===== src/ubl_pkg.sv =====
// ---------------------------------------------------------------------------
// ubl_pkg : shared types and constants of the uniform block locator
// Item tags between front and back, result record, status codes.
// ---------------------------------------------------------------------------
package ubl_pkg;

  // default row memory depth (columns per row that can be tracked)
  localparam int MAX_WIDTH_DEF = 1024;

  // configuration port
  localparam int   PADDR_W      = 3;
  localparam int   PDATA_W      = 32;
  localparam int   DIM_W        = 10;
  localparam int   REG_SEL_BIT  = 2;
  localparam logic REG_IDX_WIDTH  = 1'b0;
  localparam logic REG_IDX_HEIGHT = 1'b1;
  localparam logic [DIM_W-1:0] FRAME_DIM_RESET = 10'd10;

  // square size and run entry layout
  localparam int             POS_W   = 11;
  localparam int             RUN_W   = 3;
  localparam int             ENTRY_W = RUN_W + 1;
  localparam logic [RUN_W-1:0] RUN_LEN = 3'd5;

  // decoupling queue
  localparam int Q_DEPTH = 4;
  localparam int Q_PTR_W = $clog2(Q_DEPTH);

  typedef logic signed [POS_W-1:0] pos_t;
  localparam pos_t POS_NONE = '1;   // -1

  typedef enum logic [1:0] {
    CLS_ZERO  = 2'd0,
    CLS_ONE   = 2'd1,
    CLS_OTHER = 2'd2
  } cls_t;

  typedef enum logic [1:0] {
    ST_OK       = 2'd0,
    ST_DUP_ZERO = 2'd1,
    ST_DUP_ONE  = 2'd2,
    ST_ADJACENT = 2'd3
  } status_t;

  // classified item handed from front to back
  typedef struct packed {
    cls_t cls;
    logic row_first;
    logic col_first;
    logic frame_end;
    pos_t pos_col;
    pos_t pos_row;
  } tag_t;

  typedef struct packed {
    status_t status;
    pos_t    zero_column;
    pos_t    zero_row;
    pos_t    one_column;
    pos_t    one_row;
  } result_t;

endpackage


===== src/ubl_queue.sv =====
// ---------------------------------------------------------------------------
// ubl_queue : short tag queue between front and back
// Small register FIFO; head is shown combinationally.
// ---------------------------------------------------------------------------
module ubl_queue #(
  parameter int ADDR_W = 10
) (
  input  logic                clk,
  input  logic                rst_n,
  input  logic                push,
  input  ubl_pkg::tag_t       push_tag,
  input  logic [ADDR_W-1:0]   push_addr,
  output logic                q_full,
  output logic                q_valid,
  input  logic                pop,
  output ubl_pkg::tag_t       head_tag,
  output logic [ADDR_W-1:0]   head_addr
);

  localparam int CW = ubl_pkg::Q_PTR_W + 1;

  ubl_pkg::tag_t                tag_r  [ubl_pkg::Q_DEPTH];
  logic [ADDR_W-1:0]            addr_r [ubl_pkg::Q_DEPTH];
  logic [ubl_pkg::Q_PTR_W-1:0]  wr_ptr_r;
  logic [ubl_pkg::Q_PTR_W-1:0]  rd_ptr_r;
  logic [CW-1:0]                cnt_r;

  assign q_full    = (cnt_r == CW'(ubl_pkg::Q_DEPTH));
  assign q_valid   = (cnt_r != '0);
  assign head_tag  = tag_r[rd_ptr_r];
  assign head_addr = addr_r[rd_ptr_r];

  always_ff @(posedge clk) begin
    if (push) begin
      tag_r[wr_ptr_r]  <= push_tag;
      addr_r[wr_ptr_r] <= push_addr;
    end
  end

  always_ff @(posedge clk) begin
    if (!rst_n) begin
      wr_ptr_r <= '0;
      rd_ptr_r <= '0;
      cnt_r    <= '0;
    end else begin
      if (push) begin
        wr_ptr_r <= wr_ptr_r + ubl_pkg::Q_PTR_W'(1);
      end
      if (pop) begin
        rd_ptr_r <= rd_ptr_r + ubl_pkg::Q_PTR_W'(1);
      end
      cnt_r <= cnt_r + CW'(push) - CW'(pop);
    end
  end

endmodule


===== config.mk =====
export PLATFORM = sky130hd
export DESIGN_NAME = ubl_queue
export DESIGN_NICKNAME = d
export VERILOG_FILES = /design/src/ubl_pkg.sv /design/src/ubl_queue.sv
export SDC_FILE = /design/constraint.sdc
export NUM_CORES = 1
export LEC_CHECK = 0
export BUFFER_PORTS_ARGS = -buffer_cell sky130_fd_sc_hd__buf_2
export CORE_UTILIZATION = 40
export DETAILED_ROUTE_END_ITERATION = 10
export GPL_TIMING_DRIVEN = 0
export HOLD_SLACK_MARGIN = 0.12
export PLACE_DENSITY = 0.58
export SLEW_MARGIN = 20
export SYNTH_ARGS = -nofsm -noshare
export SYNTH_HDL_FRONTEND = slang
export SYNTH_SLANG_ARGS = --single-unit

===== constraint.sdc =====
create_clock -name clk -period 2.2 [get_ports clk]
set_input_delay 0.11 -clock clk [delete_from_list [all_inputs] [get_ports clk]]
set_output_delay 0.11 -clock clk [all_outputs]
set_load 0.005 [all_outputs]

==> metrics.md <==
| Metric | Value |
|---|---|
| Count of maximum capacitance violations | `0` |
| Worst VDD drop | `between 0.6 and 0.7 mV` |
| GP Congestion | `approximately 0.67` |
| Measured slew at the worst slew-check pin | `between 600 and 700 ps` |
| Vias/cell | `slightly below 5` |
| CP most frequent cell | `buf_2` |
| First-pass GRT wire length | `between 15000 and 20000 um` |
| Max-Slew Margin vs Limit | `between 50% and 60%` |
| R2R Setup Slk | `between 400 and 500 ps` |
| Highest-delay cell along the critical path | `mux4_2` |
| Worst EP arrival | `approximately 1800 ps` |
| Avg Inst Size Synth | `24.7 um2` |
| Data required, critical path | `2090 ps` |
| ANT cells | `0` |
| Number of global-route vias before repair | `~2900` |
| Placed wire-length estimate | `about 6400 um` |
| Final worst setup slack | `between 200 and 300 ps` |
| Mapped Area | `a little under 6000 um2` |
| RSZ-0062 raised after global routing | `false` |
| Wire per inst | `18.3 um` |
| Final Instance Area | `7520 um2` |
| Total Routed Length | `between 10000 and 15000 um` |
| CTS sink count | `157` |
| Share of post-route cells with drive strength above 1 | `38.1%` |
| Critical-path maximum fanout | `10` |
| DIE WIDTH | `between 100 and 150 um` |
| Finish-stage setup viols | `0` |
| Detailed-router iteration count before antenna repair | `4` |
| Critical Path Sink | `head_addr[8]` |
| CTS tree | `built` |
| Syn Nets | `roughly 280` |
| Layout area overhead | `28.7%` |
| Max Slew Vio Count | `0` |
| Post-Synthesis Cells | `236` |
| Fin crit share | `between 80 and 90%` |
| Post-DRT Antenna Nets | `0` |
| # rows | `43` |
| Worst hold path class | `in -> reg` |
| Initial Util | `41.6%` |
| IO Port Bufs | `79` |
| Setup bufs post-CTS | `0` |
| Setup TNS after final layout | `0 ps` |
| H-tree Lvls | `4` |
| IO Count | `80` |
| Fin. Hold Viols | `0` |
| Final period demand of the worst path | `slightly below 2000 ps` |
| Post-route DRC | `0` |
| Core ar. | `approximately 14000 um2` |
| CP peak stage delay | `380 ps` |
| Die area | `15100 um2` |
| CTS max path bufs | `2` |
| Power Dens Cells | `between 900 and 1000 nW/um2` |
| Worst slack, placed | `418 ps` |
| CP Capture Type | `output port` |
| Reg2reg end | `cnt_r[2]$_SDFF_PN0_` |
| CP Class | `reg -> out` |
| Setup Skew | `between 5 and 6 ps` |
| Layout Nets | `426` |
| Cell variety after synth | `21` |
| Reg-to-Reg Start | `cnt_r[0]$_SDFF_PN0_` |
| CTS clk-pin slew, worst paths | `about 60 ps` |
| CP Buf/Inv Count | `3` |
| Crit path max-delay family | `buffers and inverters` |
| Initial antenna violation count | `0` |
| Clk Tree Root Cell | `clkbuf_16` |
| Hold_buf cts | `40` |
| Grt ovf | `0` |
| #FFs+latches synth | `157` |
| Largest net degree at the start of global routing | `25` |
| Crit path depth | `4` |
| Overall Global Routing Usage | `between 15 and 20%` |
| Register area share after synthesis | `a little under 80%` |
| Worst setup SP type | `flop` |
| Worst-Skew Late Latency | `420 ps` |
| Worst Reg-to-Reg Cells | `7` |
| Chip height | `approximately 120 um` |
| Synthesis Warnings | `0` |
| Critical path cell sequence | `clkbuf_2 > buf_2 > mux4_2 > buf_2` |
| Num CTS Buffers | `17` |
| Vias | `2811` |
| DR iter-0 viols | `about 160` |
| Total Power | `around 7 mW` |
| FMAX | `between 0.5 and 0.6 GHz` |
| Placed Area | `about 6600 um2` |
| Static leakage | `~2.6 nW` |
| Status | `finished clean` |
| Post_cts resized | `0` |
-- layout by cell type, fill, tap and decap left out --
cell type	count
mux2i_1	1
a21bo_2	1
xnor2_1	2
buf_16	1
nor2_1	5
or3_1	1
buf_6	1
inv_1	7
dfxtp_1	9
mux4_2	30
ha_1	6
clkbuf_2	1
clkbuf_1	4
buf_2	82
clkbuf_16	17
buf_12	6
clkinv_2	3
bufinv_16	3
dlygate4sd3_1	40
mux4_1	7
and2_2	4
nand3b_1	1
clkinv_1	5
xor3_1	1
edfxtp_1	148
a21oi_1	1
and2_1	2
fa_1	1
and3_1	1
-- layer usage --
layer / track usage, % / routed length [um] / up-vias / part of all wire [%]
li1: - / - / 1276 / -
met1: 18.2 / 4390 / 1447 / 42
met2: 25.3 / 5250 / 74 / 50
met3: 4.93 / 655 / 14 / 6.3
met4: 7.32 / 170 / 0 / 1.6
met5: 0 / 0 / - / 0
-- through the flow --
| stage | util (%) | cells | hold WS [ps] |
|---|---|---|---|
| 2_1_floorplan | - | 236 | 209 |
| 3_3_place_gp | 46.0 | 495 | 321 |
| 3_5_place_dp | 46.7 | 499 | 328 |
| 4_1_cts | 53.5 | 571 | 421 |
| 5_1_grt | 53.5 | 571 | 442 |
| 6_report | 53.5 | 571 | 440 |
-- registers in the layout, summed over array words and instances, names as in the netlist, named ones only --
signal    count
addr_r       40
cnt_r         3
rd_ptr_r      2
tag_r       108
wr_ptr_r      2
-- synth_stat cells (all sizes together) --
library cell	instances	area, um2
xor3	1	23.8
a21bo	1	10.0
nor2	5	18.8
clkbuf	1	5.00
dfxtp	9	180
buf	7	86.3
and3	1	6.26
mux4	37	860
nand3b	1	7.51
ha	6	75.1
or3	1	6.26
edfxtp	148	4440
and2	6	37.5
xnor2	2	17.5
fa	1	20.0
inv	7	26.3
mux2i	1	10.0
a21oi	1	5.00
-- worst min path at each step --
stage                             from                     end  cells past startpoint
final                     push_tag[14]  tag_r[0][14]$_DFFE_PP_                      2
after floorplan           push_addr[0]  addr_r[0][0]$_DFFE_PP_                      0
after global routing      push_addr[7]  addr_r[1][7]$_DFFE_PP_                      2
after global placement     push_tag[3]   tag_r[1][3]$_DFFE_PP_                      1
after CTS                  push_tag[3]   tag_r[3][3]$_DFFE_PP_                      2
after detailed placement   push_tag[3]   tag_r[2][3]$_DFFE_PP_                      1
-- power breakdown --
part,switching [mW],total [mW],internal (mW)
clock network,1.06,2.81,1.76
registers,0.0415,3.47,3.43
logic,0.320,0.716,0.395
total,1.42,7.01,5.58
-- cell families after synthesis --
| family | share of synthesized area (%) |
|---|---|
| AOI/OAI and AO/OA | 0.257 |
| xor gates and xnor gates | 0.707 |
| adders and majority gates | 1.63 |
| buffers and inverters | 2.01 |
| DFF | 79.2 |
| muxes | 14.9 |
| and+or+nand+nor | 1.31 |
-- cell type report --
type	instances	area, um2
Fill cell	1112	6530
Sequential cell	157	4620
Multi-Input combinational cell	64	1100
Timing Repair Buffer	123	883
Clock buffer	21	440
Tap cell	180	225
Clock inverter	11	124
Buffer	8	91.3
Inverter	7	26.3
No activity file was read; power rests on OpenSTA's default activity.
