--- src/ubl_pkg.sv ---
// ---------------------------------------------------------------------------
// ubl_pkg : shared types and constants of the uniform block locator
// Item tags between front and back, result record, status codes.
// ---------------------------------------------------------------------------
package ubl_pkg;

  // default row memory depth (columns per row that can be tracked)
  localparam int MAX_WIDTH_DEF = 1024;

  // configuration port
  localparam int   PADDR_W      = 3;
  localparam int   PDATA_W      = 32;
  localparam int   DIM_W        = 10;
  localparam int   REG_SEL_BIT  = 2;
  localparam logic REG_IDX_WIDTH  = 1'b0;
  localparam logic REG_IDX_HEIGHT = 1'b1;
  localparam logic [DIM_W-1:0] FRAME_DIM_RESET = 10'd10;

  // square size and run entry layout
  localparam int             POS_W   = 11;
  localparam int             RUN_W   = 3;
  localparam int             ENTRY_W = RUN_W + 1;
  localparam logic [RUN_W-1:0] RUN_LEN = 3'd5;

  // decoupling queue
  localparam int Q_DEPTH = 4;
  localparam int Q_PTR_W = $clog2(Q_DEPTH);

  typedef logic signed [POS_W-1:0] pos_t;
  localparam pos_t POS_NONE = '1;   // -1

  typedef enum logic [1:0] {
    CLS_ZERO  = 2'd0,
    CLS_ONE   = 2'd1,
    CLS_OTHER = 2'd2
  } cls_t;

  typedef enum logic [1:0] {
    ST_OK       = 2'd0,
    ST_DUP_ZERO = 2'd1,
    ST_DUP_ONE  = 2'd2,
    ST_ADJACENT = 2'd3
  } status_t;

  // classified item handed from front to back
  typedef struct packed {
    cls_t cls;
    logic row_first;
    logic col_first;
    logic frame_end;
    pos_t pos_col;
    pos_t pos_row;
  } tag_t;

  typedef struct packed {
    status_t status;
    pos_t    zero_column;
    pos_t    zero_row;
    pos_t    one_column;
    pos_t    one_row;
  } result_t;

endpackage

--- src/ubl_front.sv ---
// ---------------------------------------------------------------------------
// ubl_front : pixel intake and classification
// Tracks raster position, classifies the pixel and pushes a tag into the queue.
// ---------------------------------------------------------------------------
module ubl_front #(
  parameter int MAX_WIDTH = ubl_pkg::MAX_WIDTH_DEF,
  parameter int ADDR_W    = $clog2(MAX_WIDTH)
) (
  input  logic                      clk,
  input  logic                      rst_n,
  input  logic [ubl_pkg::DIM_W-1:0] frame_width,
  input  logic [ubl_pkg::DIM_W-1:0] frame_height,
  input  logic                      in_valid,
  output logic                      in_stall,
  input  logic [7:0]                in_pixel_value,
  input  logic                      q_full,
  input  logic                      hold,
  output logic                      push,
  output ubl_pkg::tag_t             push_tag,
  output logic [ADDR_W-1:0]         push_addr
);

  localparam int WW = ((ADDR_W > ubl_pkg::DIM_W) ? ADDR_W : ubl_pkg::DIM_W) + 1;

  logic [ADDR_W-1:0]         col_cnt_r;
  logic [ubl_pkg::DIM_W-1:0] row_cnt_r;
  logic [WW-1:0]             w_eff;
  logic [ubl_pkg::DIM_W-1:0] h_eff;
  logic                      last_col;
  logic                      last_row;

  always_comb begin
    w_eff = (frame_width == '0) ? WW'(1) : WW'(frame_width);
    if (w_eff > WW'(MAX_WIDTH)) begin
      w_eff = WW'(MAX_WIDTH);
    end
    h_eff    = (frame_height == '0) ? ubl_pkg::DIM_W'(1) : frame_height;
    last_col = (WW'(col_cnt_r) + WW'(1)) >= w_eff;
    last_row = (WW'(row_cnt_r) + WW'(1)) >= WW'(h_eff);
  end

  assign in_stall = q_full | hold;
  assign push     = in_valid & ~in_stall;

  always_comb begin
    unique case (in_pixel_value)
      8'd0:    push_tag.cls = ubl_pkg::CLS_ZERO;
      8'd1:    push_tag.cls = ubl_pkg::CLS_ONE;
      default: push_tag.cls = ubl_pkg::CLS_OTHER;
    endcase
    push_tag.row_first = (row_cnt_r == '0);
    push_tag.col_first = (col_cnt_r == '0);
    push_tag.frame_end = last_col & last_row;
    // centre of a square whose bottom-right pixel is this one
    push_tag.pos_col   = ubl_pkg::POS_W'(col_cnt_r) - ubl_pkg::POS_W'(2);
    push_tag.pos_row   = ubl_pkg::POS_W'(h_eff) - ubl_pkg::POS_W'(row_cnt_r)
                         + ubl_pkg::POS_W'(1);
  end

  assign push_addr = col_cnt_r;

  always_ff @(posedge clk) begin
    if (!rst_n) begin
      col_cnt_r <= '0;
      row_cnt_r <= '0;
    end else if (push) begin
      if (!last_col) begin
        col_cnt_r <= col_cnt_r + ADDR_W'(1);
      end else begin
        col_cnt_r <= '0;
        row_cnt_r <= last_row ? '0 : row_cnt_r + ubl_pkg::DIM_W'(1);
      end
    end
  end

endmodule

--- config.mk ---
export PLATFORM = sky130hd
export DESIGN_NAME = ubl_front
export DESIGN_NICKNAME = d
export VERILOG_FILES = /design/src/ubl_pkg.sv /design/src/ubl_front.sv
export SDC_FILE = /design/constraint.sdc
export NUM_CORES = 1
export LEC_CHECK = 0
export BUFFER_PORTS_ARGS = -buffer_cell sky130_fd_sc_hd__buf_4
export CAP_MARGIN = 0
export CORE_MARGIN = 3
export CORE_UTILIZATION = 31
export DETAILED_ROUTE_END_ITERATION = 10
export HOLD_SLACK_MARGIN = 0.15
export PLACE_DENSITY_LB_ADDON = 0.2
export SETUP_SLACK_MARGIN = 0.15
export SLEW_MARGIN = 20
export SYNTH_ARGS = -nofsm -noshare
export SYNTH_HDL_FRONTEND = slang
export SYNTH_SLANG_ARGS = --single-unit
--- constraint.sdc ---
create_clock -name clk -period 2.4 [get_ports clk]
set_input_delay 0.24 -clock clk [delete_from_list [all_inputs] [get_ports clk]]
set_output_delay 0.24 -clock clk [all_outputs]
set_load 0.02 [all_outputs]
==> results.sh <==
export IMPL_die_y_um=97.1
export IMPL_clk_path_buf_depth=2
export IMPL_drc=0
export IMPL_cp_data_arrival_time_ps=2660
export IMPL_layout_nets=595
export IMPL_violations="negative setup slack"
export IMPL_initial_core_util_pct=32.6
export IMPL_multiInputGateArea_um2=2490
export IMPL_fillers=690
export IMPL_ys_ff_latch=20
export IMPL_drtIter0Drc=116
export IMPL_clock_skew_ps=4.89
export IMPL_vias=3079
export IMPL_gp_congestion=0.838
export IMPL_drv_cap=0
export IMPL_ys_seq_area_share_pct=15.6
export IMPL_cts_buffers=3
export IMPL_seq_area_um2=427
export IMPL_ys_flop_type="dfxtp_1"
export IMPL_ant_nets=0
export IMPL_endpoint_kind="primary output"
export IMPL_power_leakage_nw=2.26
export IMPL_clkTransAtPathRegs_ps=80
export IMPL_cp_start_kind="register"
export IMPL_fmax_mhz=345
export IMPL_port_buffers=71
export IMPL_setup_violations=26
export IMPL_cts_htree_levels=1
export IMPL_final_util_pct=60.3
export IMPL_insertion_delay_ps=260
export IMPL_path_class="reg -> out"
export IMPL_crit_path_max_fanout=2
export IMPL_syn_to_final_growth_pct=84.9
export IMPL_diodes=0
export IMPL_drv_slew=0
export IMPL_fin_ws_ps=-500
export IMPL_cts_sinks=20
export IMPL_grt_pass1_vias=3124
export IMPL_ys_top_cells_by_count="ha_1, inv_1, nand2_1"
export IMPL_row_count=32
export IMPL_place_inst=575
export IMPL_antenna_found_initial=0
export IMPL_cts_tree="done"
export IMPL_ys_async_sr_fraction_pct=0
export IMPL_fp_coreArea_um2=7890
export IMPL_relSlewSlack_pct=56.6
export IMPL_synth_distinct_cells=54
export IMPL_period_share_pct=121
export IMPL_hold_violations=0
export IMPL_syn_avg_cell_area_um2=7.39
export IMPL_postRouteWirelength_um=8650
export IMPL_fp_dieArea_um2=9430
export IMPL_hold_class="in -> reg"
export IMPL_synth_fp_nets=426
export IMPL_yosysMostFrequentCell="ha_1"
export IMPL_synthCells=348
export IMPL_fin_cells=618
export IMPL_yosys_warnings=0
export IMPL_wl_per_cell_um=14.0
export IMPL_p_per_area_nw_per_um2=228
export IMPL_cp_required_ps=2160
export IMPL_drive_gt1_share_pct=56.4
export IMPL_io_pins=72
export IMPL_yosysTopAreaCellShare_pct=21.4
export IMPL_rsz0062_at_grt="true"
export IMPL_worst_slew_pin_slew_ps=643
export IMPL_grt_pass1_wl_um=14100
export IMPL_grt_max_degree=28
export IMPL_synth_edff_count=0
export IMPL_min_period_ps=2900
export IMPL_grt_usage_pct=17.6
export IMPL_synth_area_top_cells="ha_1, dfxtp_1, xnor2_1, inv_1, nand2_1"
export IMPL_rrSetupSlack_ps=-400
export IMPL_die_x_um=97.1
export IMPL_yosys_area_top_type="ha_1"
export IMPL_dp_hpwl_um=6270
export IMPL_grt_ovfl_total=0
export IMPL_outcome="finished, violations left"
export IMPL_ctsHoldBuffers=0
export IMPL_drt_first_pass_iters=4
export IMPL_ir_drop_v=0.000215
export IMPL_cts_root_buf="clkbuf_8"
export IMPL_synth_area_um2=2570
export IMPL_vias_per_cell=4.98
where the power goes:
group          switching [W]  internal (W)  total, W
clock network       0.000122      0.000146  0.000268
logic               0.000233      0.000253  0.000486
registers         0.00000232      0.000328  0.000330
worst max-delay path: stages, from the launching register on:
cell and delay [ps]:
dfxtp_2 340, inv_2 50, ha_4 280, ha_4 200, a21oi_2 100, nor2b_1 60, o31a_1 270, or4_4 500
and3_4 170, a311oi_4 270, buf_6 160
through the flow:
stage          worst slack (ps)  hold WS, ps  setup TNS, ps  instance area, um2  total power [W]
6_report                   -500          377          -6020                4760          0.00108
5_1_grt                    -616          386          -9580                4760          0.00115
4_1_cts                    -494          366          -5000                4480          0.00108
3_5_place_dp               -459          571          -5130                3960         0.000776
3_3_place_gp               -435          553          -4460                3960         0.000770
2_1_floorplan              -128          476           -626                2830         0.000594
cells in the final DEF, fill, tap and decap left out, types with 7 or more instances in the layout:
master / instances
nand2_1: 30
a22oi_2: 7
dfxtp_1: 9
nor2_1: 23
xor2_1: 10
o21ai_2: 7
buf_6: 28
nor2b_1: 8
ha_1: 29
inv_1: 33
ha_4: 12
a21oi_1: 8
buf_4: 153
xnor2_2: 8
xnor2_1: 8
o21ai_1: 9
nand3_1: 16
sequential cells by signal, indices dropped and copies added, names as in the netlist:
register   count
push_addr     10
row_cnt_r     10
layout make-up:
cell class / count / share of cell area [%]
Multi-Input combinational cell: 271 / 52.4
Timing Repair Buffer: 184 / 31.8
Sequential cell: 20 / 8.97
Inverter: 37 / 2.97
Tap cell: 102 / 2.68
Clock buffer: 4 / 1.16
kinds of logic (layout without fill, tap and decap cells):
family	Yosys count	in the layout	share of synthesized area, %
flip-flops	20	20	15.6
adder cells (fa/ha/maj)	45	45	22.2
buffers and inverters	58	225	9.39
AND/OR/NAND/NOR	136	137	27.4
XOR/XNOR	26	26	8.85
AO/OA/AOI/OAI	63	63	16.6
routing by layer:
metal,part of all wire [%],GRT usage (%)
met5,0,0
met4,1.1,1.94
met3,4.0,3.37
met2,51,32.2
met1,43,21.9
worst paths after layout:
check,from,end,cells past startpoint
setup / recovery,row_cnt_r[2]$_SDFFE_PN0P_,push_tag[10],10
hold / removal,rst_n,push_addr[0]$_SDFFE_PN0P_,2
setup reg to reg,row_cnt_r[1]$_SDFFE_PN0P_,row_cnt_r[7]$_SDFFE_PN0P_,19
hold reg to reg,row_cnt_r[9]$_SDFFE_PN0P_,row_cnt_r[9]$_SDFFE_PN0P_,2
what timing repair did:
action | CTS | global route
gates resized for setup | 67 | 41
setup endpoints to repair | 27 | 28
cloned | 1 | 0
setup buffers | 26 | 12
pin swaps | 34 | 37
Power figures use the tool's default switching activity.
